==> src/hdl/caustic_intensity_grid_macros.svh <==
// Assertion macros for the caustic intensity grid.
// Included by the files that carry concurrent checks; no other dependencies.
`ifndef CAUSTIC_INTENSITY_GRID_MACROS_SVH
`define CAUSTIC_INTENSITY_GRID_MACROS_SVH
`ifndef SYNTHESIS
`define CIG_ASSERT(lbl, clk, rst_n, prop) \
  lbl: assert property (@(posedge clk) disable iff (!rst_n) prop) \
    else $error("caustic_intensity_grid check failed");
`define CIG_ASSERT_ALWAYS(lbl, clk, prop) \
  lbl: assert property (@(posedge clk) prop) \
    else $error("caustic_intensity_grid check failed");
`else
`define CIG_ASSERT(lbl, clk, rst_n, prop)
`define CIG_ASSERT_ALWAYS(lbl, clk, prop)
`endif
`endif

==> src/hdl/cig_pkg.sv <==
// Shared constants, types and helpers of the caustic intensity grid.
// No dependencies; imported by cig_div and caustic_intensity_grid.
package cig_pkg;

  localparam int GridSize  = 32;               // power of two, 8 to 256
  localparam int IdxW      = $clog2(GridSize);
  localparam int CellW     = 2 * IdxW;
  localparam int HeightW   = 16;
  localparam int DepthW    = 16;
  localparam int OffW      = 24;
  localparam int LightW    = 17;
  localparam int SprW      = OffW + IdxW + 3;
  localparam int PrdW      = 2 * SprW;
  localparam int DivW      = 50;
  localparam int QuotW     = 17;
  localparam int RndShift  = 13 - IdxW;

  localparam logic [DepthW-1:0] DepthReset = 16'd16384;

  localparam logic [1:0] OpWrite   = 2'd0;
  localparam logic [1:0] OpCompute = 2'd1;
  localparam logic [1:0] OpRead    = 2'd2;

  typedef struct packed {
    logic done;
    logic sat;
  } div_stat_t;

  function automatic logic [IdxW-1:0] wrap_next(input logic [IdxW-1:0] i);
    return (i == IdxW'(GridSize - 1)) ? '0 : i + 1'b1;
  endfunction

  function automatic logic [IdxW-1:0] wrap_prev(input logic [IdxW-1:0] i);
    return (i == '0) ? IdxW'(GridSize - 1) : i - 1'b1;
  endfunction

endpackage

==> src/hdl/cig_div.sv <==
// Restoring divider, one quotient bit per cycle, saturating quotient.
// Depends on cig_pkg.
module cig_div import cig_pkg::*; (
  input  logic             clk_i,
  input  logic             rst_ni,
  input  logic             start_i,
  input  logic [DivW-1:0]  num_i,
  input  logic [DivW-1:0]  den_i,
  output div_stat_t        stat_o,
  output logic [QuotW-1:0] quot_o
);

  logic                     run_q;
  logic [$clog2(QuotW+1)-1:0] cnt_q;
  logic [DivW-1:0]          rem_q;
  logic [DivW-1:0]          den_q;
  logic [QuotW-1:0]         num_q;
  logic [QuotW-1:0]         quot_q;
  logic                     done_q;
  logic                     sat_q;
  logic [DivW:0]            trial;
  logic                     fits;

  assign trial = {rem_q, num_q[QuotW-1]};
  assign fits  = trial >= {1'b0, den_q};

  always_ff @(posedge clk_i or negedge rst_ni) begin
    if (!rst_ni) begin
      run_q  <= 1'b0;
      cnt_q  <= '0;
      done_q <= 1'b0;
      sat_q  <= 1'b0;
    end else begin
      done_q <= 1'b0;
      if (start_i && !run_q) begin
        // quotient overflows its width: report saturation at once
        if (DivW'(num_i[DivW-1:QuotW]) >= den_i) begin
          done_q <= 1'b1;
          sat_q  <= 1'b1;
        end else begin
          sat_q <= 1'b0;
          run_q <= 1'b1;
          cnt_q <= ($clog2(QuotW+1))'(QuotW);
        end
      end else if (run_q) begin
        cnt_q <= cnt_q - 1'b1;
        if (cnt_q == ($clog2(QuotW+1))'(1)) begin
          run_q  <= 1'b0;
          done_q <= 1'b1;
        end
      end
    end
  end

  always_ff @(posedge clk_i) begin
    if (start_i && !run_q) begin
      rem_q  <= DivW'(num_i[DivW-1:QuotW]);
      num_q  <= num_i[QuotW-1:0];
      den_q  <= den_i;
      quot_q <= '0;
    end else if (run_q) begin
      rem_q  <= fits ? DivW'(trial - {1'b0, den_q}) : trial[DivW-1:0];
      num_q  <= {num_q[QuotW-2:0], 1'b0};
      quot_q <= {quot_q[QuotW-2:0], fits};
    end
  end

  assign stat_o.done = done_q;
  assign stat_o.sat  = sat_q;
  assign quot_o      = quot_q;

endmodule
==> config.mk <==
export PLATFORM = sky130hd
export DESIGN_NAME = cig_div
export DESIGN_NICKNAME = d
export VERILOG_FILES = /design/src/hdl/caustic_intensity_grid_macros.svh /design/src/hdl/cig_pkg.sv /design/src/hdl/cig_div.sv
export SDC_FILE = /design/constraint.sdc
export NUM_CORES = 1
export LEC_CHECK = 0
export BUFFER_PORTS_ARGS = -buffer_cell sky130_fd_sc_hd__buf_2
export CAP_MARGIN = 40
export CORE_MARGIN = 2
export CORE_UTILIZATION = 35
export CTS_CLUSTER_SIZE = 12
export DETAILED_ROUTE_END_ITERATION = 10
export PLACE_DENSITY = 0.59
export SYNTH_ARGS = -nofsm -noshare
export SYNTH_HDL_FRONTEND = slang
export SYNTH_SLANG_ARGS = --single-unit
export TNS_END_PERCENT = 30
==> constraint.sdc <==
create_clock -name clk_i -period 3.34 [get_ports clk_i]
set_input_delay 0.501 -clock clk_i [delete_from_list [all_inputs] [get_ports clk_i]]
set_output_delay 0.501 -clock clk_i [all_outputs]
set_load 0.01 [all_outputs]
### Yosys cells after proc, flatten, opt, wreduce, memory -nomap -nowiden

Cells that the tools add are included.

| operators by class | value |
|---|---|
| $add $sub $neg | 2 |
| $lt $le $gt $ge | 2 |
| equal/unequal tests | 2 |
| muxes and demuxes | 16 |
| reduce and logical (&&, ||, !) cells | 4 |

Operators with widths:

| operator | number |
|---|---|
| two-way mux 33 bit | 2 |
| >= comparator 51 x 50 -> 1 bit | 1 |
| >= comparator 33 x 50 -> 1 bit | 1 |
| two-way mux 50 bit | 1 |
| subtractor 50 bit | 1 |
| two-way mux 17 bit | 2 |
| two-way mux 5 bit | 3 |
| two-way mux 1 bit | 8 |
| == test 5 x 1 -> 1 bit (second input constant) | 1 |
| subtractor 5 x 1 -> 5 bit (second input constant) | 1 |
| inequality test 2 bit (second input constant) | 1 |
| AND reduction 2 bit | 1 |
| nonzero test 2 bit | 1 |
| logical AND 1 bit | 1 |
| logical NOT 1 bit | 1 |

| word-level totals | value |
|---|---|
| register bits | 142 |
| bits of input ports | 103 |

### Longest topological paths before layout

| logic depth | value |
|---|---|
| depth after elaboration | 4 |
| depth in mapped cells | 15 |
| depth with buffers taken out | 13 |

### Worst setup path after synthesis

OpenSTA, ideal clock, no wires.

| timing path | value |
|---|---|
| kind | input to register |
| start | input port start_i |
| end | register den_q[0] (enable) |
| library setup time | 0.434 ns |
| arrival | 2.730 ns |
| path slack | 0.177 ns |
| cell stages on the path | 5 |
| cell sequence | clkbuf_1 > nand2_1 > clkbuf_1 > clkinv_1 > clkbuf_1 |

| between the ends | value |
|---|---|
| longest elaborated chain between the ends | 1 |

Ends and longest elaborated chain:

| item | line | RTL |
|---|---|---|
| start, declared | cig_div.sv:6 | `input logic start_i,` |
| logical AND 1 bit | cig_div.sv:56 | `if (start_i && !run_q) begin` |
| end signal, assigned | cig_div.sv:59 | `den_q <= den_i;` |
| end, declared | cig_div.sv:16 | `logic [DivW-1:0] den_q;` |

Every way passes these cells.
A chain may end at the register's enable or synchronous reset.

### Worst setup path after layout

| timing path | value |
|---|---|
| start | register rem_q[14] |
| end | register rem_q[46] |

| between the ends | value |
|---|---|
| longest elaborated chain between the ends | 2 |
| elaborated cells on any way between the ends | 3 |
| those cells by class | 1 x add/sub; 1 x order compare; 1 x mux |

Ends and longest elaborated chain:

| item | line | RTL |
|---|---|---|
| start, declared | cig_div.sv:15 | `logic [DivW-1:0] rem_q;` |
| start signal, assigned | cig_div.sv:57 | `rem_q <= DivW'(num_i[DivW-1:QuotW]);` |
| start signal, assigned | cig_div.sv:62 | `rem_q <= fits ? DivW'(trial - {1'b0, den_q}) : trial[DivW-1:0];` |
| subtractor 50 bit / >= comparator 51 x 50 -> 1 bit (equally long branches) | cig_div.sv:62, cig_div.sv:25 |  |
| two-way mux 50 bit (*) | cig_div.sv:62 |  |

Mark *: on every way between the ends. The rest lies on a longest branch, timed or not.

==> run summary <==
Post-synth EDFFs -> 100
slew margin rel. -> 44.67%
RD Place Congestion -> 0.8718
CP most frequent cell -> a21oi_1
clock slew at reported path FFs -> 70 ps
Mapped Cells -> 1064
P&R area growth vs syn -> 17.98%
status -> finished clean
post-synth net total -> 1253
Yosys reg bits -> 142
wire per inst -> 15.62 um
FF-to-FF path depth -> 11
TritonCTS clock tree -> yes
Adder-Cell Fraction of Synth Area -> 11.45%
largest family of logic cells by synthesized area -> compound AO/OA/AOI/OAI gates
Crit path required time -> 3700 ps
slowest CP cell -> a21oi_1
Sw Pwr -> 4625 uW
initial antenna violation count -> 2
Worst-Skew Late Latency -> 430 ps
switching share of total power -> 42.20%
clock skew -> 9.477 ps
cell family with most CP delay -> compound AO/OA/AOI/OAI gates
Synth Area in Compound Gates -> 20.09%
Max-Cap Viols -> 0
first-pass GRT wire length -> 39980 um
register area share after synthesis -> 41.05%
Sequential Power Share -> 28.5%
Gate power share -> 54.2%
multiplexer share of the synthesized area -> 1.812%
Clock Sinks -> 142
Non-Filler Instances -> 1542
slowest stage delay, CP -> 450 ps
Num CTS Buffers -> 17
Hold Violations, Final -> 0
fin crit share -> 97.53%
Worst-Margin Slew -> 829.9 ps
part of the power in the clock network -> 17.3%
Starting Density -> 35.40%
DRT iter0 DRCs -> 383
Cell Rows -> 60
Final Slew Violations -> 0
unrepaired setup endpoints after global routing -> yes
placed cell areas -> 0.01053 sq mm
Pre-antenna DRT Iters -> 5
CP Launch Type -> flop
RR Endpoint -> rem_q[46]
Avg Cell Area, Syn -> 8.892 sq um
Cell Int Power -> 6335 uW
Final nets -> 1376
hold crit path type -> primary input to flop
post-synthesis async set-or-reset flop share -> 5.634%
fin area -> 0.01116 sq mm
share of cells above drive strength 1 -> 17.00%
synth top area cells -> edfxtp_1, ha_1, dfxtp_1, nand2_1, a21oi_1
Avg Vias per Cell -> 5.117
largest net degree at the start of global routing -> 82
core area -> 0.02673 sq mm
Pwr Density -> 981.7 mW/mm^2
DP Cell Count -> 1506
crit end category -> flop
io pins -> 122
Syn. warnings -> 0
post-route setup slack -> 82.65 ps
CTS Root Buffer Type -> clkbuf_16
worst r2r src -> rem_q[14]
IO Port Bufs -> 121
Final setup viols -> 0
crit path capture -> rem_q[46]
global route overflow -> 0
Synth top area share -> 31.74%
Synth Area in XOR/XNOR -> 4.351%
crit-path cells -> ha_1, a21oi_1, o21a_1, nand2_1, o31a_1, a21o_1, a211oi_4, a31oi_2, a21oi_1, mux2_1, o21ai_1
post-synth top area cell -> edfxtp_1
R2R setup slack -> 80 ps
chip width -> 168.4 um
worst slack at placement -> -135.6 ps
Peak Freq -> 0.3070 GHz
mapped cell area -> 0.009462 sq mm
Final Core Density -> 41.77%
Crit Path Max Fanout -> 8
final wirelength -> 24080 um
VDD IR max -> 0.4006 mV
Die H -> 168.4 um
synth unique cells -> 71
Longest Clk Path Bufs -> 2
Worst Path Class, Setup -> flop to flop
DRC -> 0
CP Depth -> 11
Post-Synth Simple-Gate Area -> 14.98%
DIE AREA -> 0.02836 sq mm
CP Data Arrival Time -> 3620 ps
placed wire-length estimate -> 18370 um
post-route ant nets -> 0
LEAKAGE -> 0.005149 uW
Top FF cell, synth -> edfxtp_1
min cycle time layout -> 3257 ps
Layout fillers -> 2731
Tot GR Track Use -> 17.52%
DR vias -> 7891
launch point of the worst path -> rem_q[14]
worst path bufs/invs -> 0
H-tree Lvls -> 4
vias in the first global route -> 7682
power by group through the flow:
| stage | combinational [uW] | clock [uW] | sequential (uW) |
|---|---|---|---|
| floorplan | 4370 | 0 | 3100 |
| global placement | 5770 | 0 | 3150 |
| detailed placement | 5840 | 0 | 3150 |
| CTS | 5870 | 1930 | 3130 |
| global route | 6710 | 1990 | 3210 |
| finish | 5940 | 1890 | 3130 |
worst min path at each step:
stage | start | to | slack (ps) | depth (start not counted)
floorplan | rst_ni | cnt_q[0] | 210 | 0
global placement | rst_ni | sat_q | 350 | 1
detailed placement | rst_ni | sat_q | 360 | 1
CTS | den_i[2] | den_q[2] | 250 | 1
global route | den_i[2] | den_q[2] | 250 | 1
finish | den_i[2] | den_q[2] | 260 | 1
cell usage in the layout (no fill, tap or decap), drive strengths merged, types with 2 or more instances in the layout:
cell       n
and3       5
a31oi      8
o21ai     84
dfrtp      8
a22oi      7
a21o      33
nor3      10
nand3     14
nand2    166
a211oi     4
mux2i     16
a21boi     4
nor4       9
o31ai      3
inv      110
a22o       2
ha        85
o2111ai    4
nand4     24
clkbuf    21
nand2b     8
dfxtp     34
and4       3
nor2      64
nor2b      7
clkinv     6
o221ai     5
xor2      22
buf      150
o31a       3
o21bai    12
a21oi    109
edfxtp   100
a221oi     4
or2        2
o21a       9
a2111oi    3
xnor2     25
Yosys cell counts (8+ instances only):
library cell  instances
o21a_1                9
o21ai_0              68
a21oi_1             107
o21ai_1              16
nand2b_1              8
nand4_1              24
dfrtp_1               8
ha_1                 85
nor2_1               64
nand3_1              13
clkbuf_1             35
nor4_1                9
dfxtp_1              34
nor3_1               10
inv_1               103
xor2_1               22
o21bai_1             12
edfxtp_1            100
mux2i_1              16
nand2_1             166
xnor2_1              25
a21o_1               33
routing by layer:
layer	GRT usage, %	share of wire, %	vias up
met2	27.29	45	166
met3	3.973	5.1	24
met5	0	0.029	-
met1	24.62	49	3677
met4	4.460	1.5	2
li1	-	-	4022
final cells by class:
type	count	area [sq um]	share of cell area (%)
Antenna cell	1	2.502	0.02242
Inverter	105	394.1	3.531
Clock buffer	21	484.2	4.338
Multi-Input combinational cell	770	5012	44.90
Timing Repair Buffer	151	862.1	7.722
Sequential cell	142	3884	34.79
Clock inverter	11	97.59	0.8742
Tap cell	341	426.7	3.822
kinds of logic after synthesis:
kind of cell	Yosys count
muxes	17
buffers and inverters	152
adders and majority gates	86
and+or+nand+nor	319
AOI/OAI and AO/OA	301
DFF	142
xor gates and xnor gates	47
registers in the layout (all words and copies together) (netlist names):
signal  cells
run_q       1
den_q      50
cnt_q       5
rem_q      50
done_q      1
quot_o     17
sat_q       1
num_q      17
what timing repair did:
item                                   4_1_cts  5_1_grt
setup endpoints to repair                    0       15
hold buffers                                 1        0
gates resized for setup                      0        6
buffers inserted                             0        2
endpoints found under the hold margin        8        0
stage by stage:
step	hold slack [ps]	TNS (ps)	total power, uW
CTS	248.9	0	10920
global placement	353.0	-168.3	8915
floorplan	205.4	0	7469
global route	245.1	-60.48	11910
finish	259.7	0	10960
detailed placement	356.6	-376.2	8988
(Power assumes the default switching activity.)
